### src/hw/rtl/qtbe_pkg.sv
package qtbe_pkg;

    localparam int unsigned CFG_W = 9;
    localparam logic CFG_IDX_ROWS = 1'b0;
    localparam logic CFG_IDX_COLS = 1'b1;

    localparam logic OP_LOAD = 1'b0;
    localparam logic OP_PULL = 1'b1;

    localparam logic [1:0] SYM_ZERO  = 2'd0;
    localparam logic [1:0] SYM_ONE   = 2'd1;
    localparam logic [1:0] SYM_SPLIT = 2'd2;

    typedef enum logic [3:0] {
        t_ST_LOAD,
        t_ST_IDLE,
        t_ST_FIRST,
        t_ST_SCAN,
        t_ST_DECIDE,
        t_ST_ADV,
        t_ST_POP,
        t_ST_OUT,
        t_ST_DONE
    } t_state;

    typedef struct packed {
        logic load_px;
        logic restart;
        logic sel_root;
        logic scan_start;
        logic scan_step;
        logic push;
        logic bump_top;
        logic pop;
        logic set_sym;
        logic mark_split;
    } t_cmd;

    typedef struct packed {
        logic load_last;
        logic scan_end;
        logic mismatch;
        logic stack_empty;
        logic stack_full;
        logic child_empty;
        logic top_next_end;
    } t_sts;

endpackage

### src/hw/rtl/qtbe_ctrl.sv
module qtbe_ctrl (
    input  logic            i_clk,
    input  logic            i_rst_n,
    input  logic            i_restart,
    input  logic            i_zero_dim,
    input  logic            i_in_valid,
    input  logic            i_in_op,
    output logic            o_in_ready,
    output logic            o_out_valid,
    output logic            o_last,
    input  logic            i_out_ready,
    input  qtbe_pkg::t_sts  i_sts,
    output qtbe_pkg::t_cmd  o_cmd
);
    qtbe_pkg::t_state r_state, n_state;
    logic r_root, n_root, r_last, n_last;

    logic w_take;
    assign w_take = i_in_valid && o_in_ready;

    always_comb begin
        n_state = r_state;
        n_root  = r_root;
        n_last  = r_last;
        case (r_state)
            qtbe_pkg::t_ST_LOAD: begin
                if (w_take && i_in_op == qtbe_pkg::OP_LOAD && i_sts.load_last)
                    n_state = qtbe_pkg::t_ST_IDLE;
            end
            qtbe_pkg::t_ST_IDLE: begin
                if (w_take && i_in_op == qtbe_pkg::OP_PULL)
                    n_state = qtbe_pkg::t_ST_FIRST;
            end
            qtbe_pkg::t_ST_FIRST: n_state = qtbe_pkg::t_ST_SCAN;
            qtbe_pkg::t_ST_SCAN: begin
                // single-pixel region: the first pixel decides it
                if (i_sts.scan_end) begin
                    n_state = qtbe_pkg::t_ST_ADV;
                    n_root  = 1'b0;
                end else begin
                    n_state = qtbe_pkg::t_ST_DECIDE;
                end
            end
            qtbe_pkg::t_ST_DECIDE: begin
                if (i_sts.mismatch || i_sts.scan_end) begin
                    n_state = qtbe_pkg::t_ST_ADV;
                    n_root  = 1'b0;
                end
            end
            qtbe_pkg::t_ST_ADV: begin
                if (i_sts.stack_empty) begin
                    n_last  = 1'b1;
                    n_state = qtbe_pkg::t_ST_OUT;
                end else if (i_sts.top_next_end) begin
                    n_state = qtbe_pkg::t_ST_POP;
                end else if (!i_sts.child_empty) begin
                    n_last  = 1'b0;
                    n_state = qtbe_pkg::t_ST_OUT;
                end
            end
            qtbe_pkg::t_ST_POP: n_state = qtbe_pkg::t_ST_ADV;
            qtbe_pkg::t_ST_OUT: begin
                if (i_out_ready)
                    n_state = r_last ? qtbe_pkg::t_ST_DONE : qtbe_pkg::t_ST_IDLE;
            end
            qtbe_pkg::t_ST_DONE: n_state = qtbe_pkg::t_ST_DONE;
            default: n_state = qtbe_pkg::t_ST_LOAD;
        endcase
    end

    always_comb begin
        o_cmd = '0;
        o_in_ready  = 1'b0;
        o_out_valid = 1'b0;
        o_last      = r_last;
        case (r_state)
            qtbe_pkg::t_ST_LOAD: begin
                o_in_ready    = 1'b1;
                o_cmd.load_px = w_take && i_in_op == qtbe_pkg::OP_LOAD;
            end
            qtbe_pkg::t_ST_IDLE: begin
                o_in_ready       = 1'b1;
                o_cmd.scan_start = w_take && i_in_op == qtbe_pkg::OP_PULL;
                o_cmd.sel_root   = r_root;
            end
            // address of first pixel is presented; read returns next cycle
            qtbe_pkg::t_ST_FIRST: o_cmd.scan_step = 1'b1;
            qtbe_pkg::t_ST_SCAN: begin
                o_cmd.set_sym   = 1'b1;
                o_cmd.scan_step = !i_sts.scan_end;
                o_cmd.bump_top  = i_sts.scan_end && !r_root;
            end
            qtbe_pkg::t_ST_DECIDE: begin
                o_cmd.scan_step = !(i_sts.mismatch || i_sts.scan_end);
                if (i_sts.mismatch) begin
                    o_cmd.mark_split = 1'b1;
                    if (!i_sts.stack_full) o_cmd.push = 1'b1;
                    else if (!r_root) o_cmd.bump_top = 1'b1;
                    else begin
                        o_cmd.bump_top = 1'b0;
                    end
                end else if (i_sts.scan_end && !r_root) begin
                    o_cmd.bump_top = 1'b1;
                end
            end
            qtbe_pkg::t_ST_ADV: begin
                if (!i_sts.stack_empty && !i_sts.top_next_end && i_sts.child_empty)
                    o_cmd.bump_top = 1'b1;
            end
            qtbe_pkg::t_ST_POP: o_cmd.pop = 1'b1;
            qtbe_pkg::t_ST_OUT: o_out_valid = 1'b1;
            qtbe_pkg::t_ST_DONE: o_in_ready = 1'b1;
            default: ;
        endcase
    end

    always_ff @(posedge i_clk) begin
        if (!i_rst_n || i_restart) begin
            r_state <= i_zero_dim ? qtbe_pkg::t_ST_DONE : qtbe_pkg::t_ST_LOAD;
            r_root  <= 1'b1;
            r_last  <= 1'b0;
        end else begin
            r_state <= n_state;
            r_root  <= n_root;
            r_last  <= n_last;
        end
    end

`ifndef SYNTHESIS
    a_hold: assert property (@(posedge i_clk) disable iff (!i_rst_n || i_restart)
        o_out_valid && !i_out_ready |=> o_out_valid) else $error("result dropped");
    a_excl: assert property (@(posedge i_clk) disable iff (!i_rst_n)
        !(o_in_ready && o_out_valid)) else $error("input taken while result pending");
    a_scan: assert property (@(posedge i_clk) disable iff (!i_rst_n)
        o_cmd.scan_start |-> !o_cmd.load_px) else $error("load during scan start");
`endif
endmodule

### config.mk
export PLATFORM = sky130hd
export DESIGN_NAME = qtbe_ctrl
export DESIGN_NICKNAME = d
export VERILOG_FILES = /design/src/hw/rtl/qtbe_pkg.sv /design/src/hw/rtl/qtbe_ctrl.sv
export SDC_FILE = /design/constraint.sdc
export NUM_CORES = 1
export LEC_CHECK = 0
export ABC_AREA = 1
export CAP_MARGIN = 20
export CORE_AREA = 2 2 39 41
export CTS_CLUSTER_SIZE = 12
export DETAILED_ROUTE_END_ITERATION = 8
export DIE_AREA = 0 0 41 43
export DONT_BUFFER_PORTS = 1
export GPL_TIMING_DRIVEN = 0
export PLACE_DENSITY = 0.59
export SYNTH_ARGS = -nofsm -noshare
export SYNTH_HDL_FRONTEND = slang
export SYNTH_SLANG_ARGS = --single-unit
export TNS_END_PERCENT = 10
### constraint.sdc
create_clock -name i_clk -period 2.4 [get_ports i_clk]
set_input_delay 0.48 -clock i_clk [delete_from_list [all_inputs] [get_ports i_clk]]
set_output_delay 0.48 -clock i_clk [all_outputs]
set_load 0.05 [all_outputs]
==> out/summary.txt, run 1 <==
post-route minimum period: 2470 ps
Layout area overhead: 30.4%
register area share after synthesis: 0.295
Data required, critical path: 1920 ps
fraction of layout instances using a drive strength above 1: 0.266
violations in the final reports: negative setup slack
TritonCTS clock tree: yes
total grt overflow: 0
area enclosed by the die boundary: 1760 sq um
met1 track demand over resource: 0.199
First DRT Iteration DRCs: 13
diodes inserted: 0
Hold Violations, Final: 0
synthesized instance count: 92
global-route wire length before repair: 2020 microns
most area-hungry cell type in the Yosys netlist: edfxtp_1
initial antenna violation count: 0
most utilized layer in the global route result: met2
RSZ-0062 raised after global routing: true
class of the most critical setup path: flip-flop to primary output
Detail Placement HPWL: 994 microns
Critical Path End Type: primary output
cell area after technology mapping: 543 sq um
final worst path period share: 1.03
top library cells by usage in the layout, fill and taps aside: inv_1 (19), nand2_1 (19), buf_4 (15)
FF+latch count, synth: 6
met2 usage: 0.288
length of the first detailed-routing pass in iterations: 4
count of pins on the block boundary: 27
upper clock frequency limit: 404 MHz
Tightest Hold Check Type: input port to flip-flop
height of the die: 43 microns
distinct cell type count of the synthesized netlist: 20
count of maximum capacitance violations: 0
slack of the worst reg-to-reg path: 670 ps
post-route setup slack: -72.7 ps
Starting Density: 0.392
CORE AREA: 1380 sq um
PwrDens: 570 nW/um^2
Critical Path Source Type: flip-flop
via count of the routed design: 606
global-route total usage across every layer: 0.169
headroom to the max-slew limit: 0.314
Routability Congestion: 0.679
GR met3 Demand/Resource: 0.0157
maximum clock insertion buffer count: 2
run status: complete, but fails checks
Post-Place Worst Slack: -18.2 ps
post-route design area: 708 sq um
share of the synthesized area in the top cell type: 0.221
worst-case clock skew: 1.12 ps
remaining design rule violation count: 0
Util after Layout: 0.512
clk root buf: clkbuf_4
post-route antenna net violation count: 0
number of max-slew violations in the final report: 0
slew at the pin with the worst max-slew slack: 1020 ps
Total Nets Final: 125
wire length after detailed routing: 1370 microns
clock latency on the worst-skew pair: 240 ps
DP Area: 591 sq um
depth of the CTS H-tree: 1
post-cts hold buffer count: 0
standard-cell row count: 14
Peak supply drop: 320 uV
data arrival at the endpoint of the critical path: 1990 ps
pin count of the biggest net entering global routing: 7
top area cells in the synthesized netlist: edfxtp_1 (22%), inv_1 (15%), nand2_1 (14%)
clock slew at the register clock pins of the worst setup and hold paths: 40 ps
PnR Total Power: 0.404 mW
TritonCTS Buffers: 3
die span in x: 41 microns
total of endpoints with negative setup slack in the final report: 1
IO buf count: 0
# clock sinks: 6
Pleak: 0.366 nW
maximum fanout along the worst path: 3
Post-Synthesis Net Count: 106
number of global-route vias before repair: 534
synthesized area divided by synthesized cell count: 5.90 sq um
Vias per Instance: 4.85
number of warnings issued by yosys: 0
final routed wire length divided by cell count: 11.0 microns
## power breakdown
group	internal (mW)	switching [mW]
Clock	0.0563	0.0322
Combinational	0.0587	0.126
Sequential	0.123	0.00807
## worst max-delay path, stage by stage (launching register included)
cell and delay (ps):
edfxtp_1 400, inv_2 100, nand2_4 60, nor2_4 300
inv_2 70, o211ai_1 830
## cells in the mapped netlist (all sizes together)
library cell	number
a21oi	3
a31oi	1
buf	1
conb	1
dfxtp	2
edfxtp	4
inv	22
nand2	22
nand3	7
nand3b	1
nand4	1
nor2	17
nor3	3
o211ai	1
o21ai	5
o31ai	1
## flip-flops by register name (all words and copies together), names as in the netlist
register / flops
r_root: 1
r_state: 4
o_last: 1
## per-stage QoR
| stage | setup TNS [ps] | hold WS [ps] | instances |
|---|---|---|---|
| final | -72.7 | 385 | 125 |
| after global routing | -163 | 398 | 125 |
| after global placement | -66.3 | 460 | 108 |
| after CTS | -72.4 | 379 | 120 |
| after floorplan | 0 | 444 | 92 |
| after detailed placement | -18.2 | 463 | 111 |
## layout make-up
type | count | area [sq um]
Fill cell | 152 | 676
Multi-Input combinational cell | 63 | 310
Sequential cell | 6 | 160
Timing Repair Buffer | 14 | 105
Inverter | 22 | 82.6
Clock buffer | 3 | 22.5
Tap cell | 16 | 20.0
Buffer | 1 | 7.51
## layer usage
metal / wire length, microns / share of wire
met1: 600 / 0.44
met2: 689 / 0.50
met3: 76 / 0.055
met4: 6 / 0.0044
met5: 0 / 0
## logic make-up after synthesis
logic type	Yosys count	synth area share
and+or+nand+nor	51	0.419
buffers and inverters	23	0.166
AOI/OAI and AO/OA	11	0.113
DFF	6	0.295
other	1	0.00691
## repair_timing
item                                    in CTS  in global routing
endpoints found under the hold margin        0                  0
resized for setup                            3                  3
endpoints found under the setup margin       2                  4
pin swaps                                    3                  3
setup buffers                                6                  5
## worst paths after layout
path                    from         end  depth (start not counted)
setup reg to reg  r_state[3]  r_state[0]                          9
hold / removal      i_sts[3]      o_last                          2
setup / recovery  r_state[3]    o_cmd[5]                          5
hold reg to reg       r_root      r_root                          2
(Power assumes the default switching activity.)
==> run 2, diff against run 1 <==
Settings changed: CELL_PAD_IN_SITES_DETAIL_PLACEMENT from default to 0, CELL_PAD_IN_SITES_GLOBAL_PLACEMENT from default to 1, CORE_AREA 2 2 39 41 to default, CORE_MARGIN from default to 2, CORE_UTILIZATION from default to 40, DIE_AREA 0 0 41 43 to default, PLACE_DENSITY 0.59 to 0.82.
==> out/summary.txt, run 2 (synthesis results as in run 1) <==
PwrDens: 587 nW/um^2 (+2.9%)
number of max-slew violations in the final report: 0 (unchanged)
maximum fanout along the worst path: 4 (+1)
Critical Path End Type: primary output
number of flip-flops under the largest register name: 4 (unchanged)
Routability Congestion: 0.694 (+2.2%)
post-route antenna net violation count: 0 (unchanged)
depth of the CTS H-tree: 1 (unchanged)
TritonCTS clock tree: yes
Critical Path Source Type: flip-flop
count of pins on the block boundary: 27 (unchanged)
Total Nets Final: 121 (-3.2%)
register bank with the most flops: r_state
instance count after placement with tap cells included: 110 (-0.90%)
cell-internal power: 0.229 mW (-3.8%)
class of the most critical setup path: flip-flop to primary output
switching part of the total: 0.427 (+0.0161)
wire length after detailed routing: 1360 microns (-0.95%)
diodes inserted: 0 (unchanged)
upper clock frequency limit: 396 MHz (-2.0%)
clock latency on the worst-skew pair: 250 ps (about the same)
violations in the final reports: negative setup slack
Data required, critical path: 1920 ps (about the same)
TritonCTS Buffers: 3 (unchanged)
RSZ-0062 raised after global routing: true
part of the total power dissipated in combinational logic: 0.436 (-0.020)
# clock sinks: 6 (unchanged)
Layout area overhead: 25.3%
global-route total usage across every layer: 0.193 (+0.0233)
global-route wire length before repair: 2060 microns (+1.7%)
maximum clock insertion buffer count: 2 (unchanged)
final worst path period share: 1.05 (+0.0213)
worst-case clock skew: 0.467 ps (-0.657 ps)
total of endpoints with negative setup slack in the final report: 1 (unchanged)
height of the die: 40.8 microns (-5.0%)
post-route minimum period: 2520 ps (+51.1 ps)
pin count of the biggest net entering global routing: 7 (unchanged)
fin cells: 120 (-4.0%)
top library cells by usage in the layout, fill and taps aside: inv_1 (19), nand2_1 (19), nor2_1 (12)
area enclosed by the die boundary: 1670 sq um (-5.4%)
total grt overflow: 0 (unchanged)
slew at the pin with the worst max-slew slack: 1050 ps (+24.9 ps)
switching power of the nets: 0.171 mW (+2.8%)
clock slew at the register clock pins of the worst setup and hold paths: 40 ps (about the same)
slack of the worst reg-to-reg path: 690 ps (+20 ps)
IO buf count: 0 (unchanged)
part of the total power dissipated in sequential elements: 0.329 (+0.005)
length of the first detailed-routing pass in iterations: 4 (unchanged)
count of maximum capacitance violations: 0 (unchanged)
headroom to the max-slew limit: 0.297 (-0.0167)
standard-cell row count: 13 (-1)
Starting Density: 0.423 (+0.0302)
portion of total power attributed to the clock network: 0.235 (+0.016)
Pleak: 0.348 nW (-4.9%)
via count of the routed design: 614 (+1.3%)
number of global-route vias before repair: 511 (-4.3%)
Tightest Hold Check Type: input port to flip-flop
clk root buf: clkbuf_4
die span in x: 40.8 microns (-0.38%)
Vias per Instance: 5.12 (+5.5%)
remaining design rule violation count: 0 (unchanged)
fraction of layout instances using a drive strength above 1: 0.248 (-0.0184)
CORE AREA: 1280 sq um (-7.1%)
data arrival at the endpoint of the critical path: 2040 ps (+50 ps)
Hold Violations, Final: 0 (unchanged)
First DRT Iteration DRCs: 12 (-1)
worst-case hold slack: 377 ps (-7.93 ps)
Detail Placement HPWL: 1040 microns (+4.2%)
Peak supply drop: 303 uV (-5.5%)
post-route setup slack: -124 ps (-51.1 ps)
initial antenna violation count: 0 (unchanged)
Setup TNS Final: -124 ps (-51.1 ps)
final routed wire length divided by cell count: 11.3 microns (+3.2%)
run status: complete, but fails checks
-- run 2: cell count changes in the layout (fill, tap and decap cells not counted) --
cell and change:
buf_4 -4, o21ai_2 +1, o21ai_1 -1
-- run 2: per-layer routing --
layer  track usage  share of wire  vias to the layer above
li1              -              -                      316
met1         0.247           0.46                      271
met4         0.100          0.017                        0
met2         0.305           0.45                       24
met5             0              0                        -
met3        0.0326          0.071                        3
-- run 2: metrics by stage --
stage,util,total power [mW],instance area [sq um],setup WS (ps)
after floorplan,-,0.256,548,58.2
final,0.530,0.399,681,-124
after detailed placement,0.459,0.277,589,-47.3
after global placement,0.441,0.273,567,-64.5
after global routing,0.530,0.426,681,-210
after CTS,0.515,0.393,662,-104
-- run 2: path summary, 6_finish.rpt --
path / from / endpoint / cells past startpoint
worst max-delay path: r_state[0] / o_cmd[5] / 4
worst min-delay path: i_sts[3] / o_last / 2
worst max register to register: r_state[3] / r_state[0] / 8
worst min register to register: r_root / r_root / 2
-- run 2: final cells by class --
class / count / area [sq um]
Inverter: 22 / 82.6
Sequential cell: 6 / 160
Multi-Input combinational cell: 63 / 314
Clock buffer: 3 / 22.5
Timing Repair Buffer: 10 / 75.1
Buffer: 1 / 7.51
Fill cell: 145 / 604
Tap cell: 15 / 18.8
-- run 2: what timing repair did --
item,4_1_cts,5_1_grt
gates cloned,0,0
hold buffers,0,0
endpoints found under the setup margin,2,5
buffers inserted,6,1
resized for setup,3,4
pin swaps,3,3
-- run 2: critical path, stage by stage, from the launching register on --
cell and delay [ps]:
edfxtp_1 410, nand2_2 110, nor2_4 350, inv_2 70, o211ai_1 850
-- run 2: power groups by stage --
stage / registers (mW) / logic, mW / clock network [mW]
final: 0.131 / 0.174 / 0.0940
after global routing: 0.133 / 0.190 / 0.103
after CTS: 0.131 / 0.166 / 0.0965
after detailed placement: 0.136 / 0.140 / 0
after global placement: 0.136 / 0.138 / 0
after floorplan: 0.134 / 0.122 / 0
==> run 3, diff against run 2 <==
Settings changed: CELL_PAD_IN_SITES_DETAIL_PLACEMENT 0 to 1.
==> out/summary.txt, run 3 (synthesis results as in run 1) <==
area taken by multi-input logic gates: 313 sq um (-0.40%)
Post-Place Worst Slack: -45.5 ps (+1.75 ps)
maximum clock insertion buffer count: 2 (unchanged)
data arrival at the endpoint of the critical path: 2090 ps (+50 ps)
run status: complete, but fails checks
depth of the CTS H-tree: 1 (unchanged)
First DRT Iteration DRCs: 3 (-9)
largest incremental delay on the critical path: 850 ps (about the same)
PwrDens: 596 nW/um^2 (+1.6%)
Critical Path Source Type: flip-flop
via count of the routed design: 651 (+6.0%)
Detail Placement HPWL: 1190 microns (+15%)
clock latency on the worst-skew pair: 250 ps (about the same)
number of max-slew violations in the final report: 0 (unchanged)
Fill cells: 178 (+23%)
wire length after detailed routing: 1800 microns (+32%)
count of maximum capacitance violations: 0 (unchanged)
post-route setup slack: -167 ps (-43.6 ps)
global-route total usage across every layer: 0.231 (+0.0382)
Critical-path top delay cell: o211ai_1
Util after Layout: 0.561 (+0.0312)
TritonCTS Buffers: 3 (unchanged)
Pleak: 0.364 nW (+4.6%)
number of flip-flops under the largest register name: 4 (unchanged)
slack of the worst reg-to-reg path: 660 ps (-30 ps)
clock slew at the register clock pins of the worst setup and hold paths: 40 ps (about the same)
Sequential cell area: 160 sq um (unchanged)
register bank with the most flops: r_state
post-route antenna net violation count: 0 (unchanged)
IO buf count: 0 (unchanged)
top library cells by usage in the layout, fill and taps aside: nand2_1 (19), inv_1 (18), buf_4 (16)
cells traversed along the worst timing path: inv_2, nand2_4, nor2_4, inv_2, o211ai_1
remaining design rule violation count: 0 (unchanged)
die span in x: 40.8 microns (unchanged)
diodes inserted: 0 (unchanged)
RSZ-0062 raised after global routing: true
violations in the final reports: negative setup slack
Worst Reg2Reg Path Length in Cells: 8 (unchanged)
class of the most critical setup path: flip-flop to primary output
upper clock frequency limit: 390 MHz (-1.7%)
worst setup path end: o_cmd[5]
PnR Total Power: 0.430 mW (+7.6%)
Starting Density: 0.423 (unchanged)
fraction of layout instances using a drive strength above 1: 0.291 (+0.0433)
Layout area overhead: 32.7%
worst-case clock skew: 6.87 ps (+6.40 ps)
pin count of the biggest net entering global routing: 7 (unchanged)
maximum fanout along the worst path: 3 (-1)
critical hold path startpoint: i_sts[3]
Routability Congestion: 0.694 (unchanged)
most used cell, CP: inv_2
length of the first detailed-routing pass in iterations: 3 (-1)
Tightest Hold Check Type: input port to flip-flop
height of the die: 40.8 microns (unchanged)
post-route minimum period: 2570 ps (+43.6 ps)
start of the worst register-to-register path: r_state[3]
total of endpoints with negative setup slack in the final report: 1 (unchanged)
CORE AREA: 1280 sq um (unchanged)
end of the worst register-to-register path: r_state[0]
slew at the pin with the worst max-slew slack: 1060 ps (+6.33 ps)
Data required, critical path: 1920 ps (about the same)
launching element of the worst setup path: r_state[2]
global-route wire length before repair: 2440 microns (+19%)
final worst path period share: 1.07 (+0.0182)
total grt overflow: 0 (unchanged)
commonest non-fill, non-tap cell in the layout: nand2_1
Vias per Instance: 5.21 (+1.8%)
area enclosed by the die boundary: 1670 sq um (unchanged)
# clock sinks: 6 (unchanged)
Hold Violations, Final: 0 (unchanged)
number of global-route vias before repair: 601 (+18%)
clk root buf: clkbuf_4
Total Nets Final: 126 (+4.1%)
final routed wire length divided by cell count: 14.4 microns (+27%)
Critical Path End Type: primary output
headroom to the max-slew limit: 0.293 (-0.00424)
standard-cell row count: 13 (unchanged)
count of pins on the block boundary: 27 (unchanged)
TritonCTS clock tree: yes
Peak supply drop: 368 uV (+22%)
initial antenna violation count: 0 (unchanged)
Setup TNS Final: -167 ps (-43.6 ps)
==> run 3: how the worst min path moves through the flow <==
| stage | end | cells after the start |
|---|---|---|
| finish | o_last | 2 |
| global route | o_last | 2 |
| CTS | o_last | 2 |
| detailed placement | r_root | 2 |
| global placement | r_root | 2 |
| floorplan | r_root | 2 |
==> run 3: where the power goes <==
part / internal [mW] / switching (mW)
clock network: 0.0569 / 0.0408
registers: 0.123 / 0.0100
logic: 0.0649 / 0.134
==> run 3: cell type report <==
cell class / count / share of cell area
multi-input combinational: 63 / 0.434
sequential: 6 / 0.222
timing repair buffer: 15 / 0.156
inverter: 22 / 0.120
clock buffer: 3 / 0.0313
tap: 15 / 0.0260
buffer: 1 / 0.0104
==> run 3: repair_timing <==
action / CTS / global route
hold buffers: 0 / 0
setup endpoints to repair: 2 / 4
pin swaps: 3 / 3
gates resized for setup: 5 / 3
buffers inserted: 7 / 5
==> run 3: layer usage <==
metal	track usage	wire (microns)	share of wire	vias up
met1	0.243	747	0.42	300
met2	0.438	958	0.53	24
li1	-	-	-	324
met4	0.100	6	0.0033	0
met5	0	0	0	-
met3	0.0380	85	0.047	3
==> run 3: worst max-delay path, delay by kind of cell (launching register included) <==
family / cells / cell delay (ps)
AO/OA/AOI/OAI: 1 / 850
flip-flops: 1 / 430
AND/OR/NAND/NOR: 2 / 370
buffers and inverters: 2 / 180
==> run 3: metrics by stage <==
step	hold slack, ps	cells	area [sq um]
after floorplan	444	92	548
after global placement	468	107	567
after detailed placement	469	110	589
after CTS	375	120	674
after global routing	385	125	721
final	378	125	721
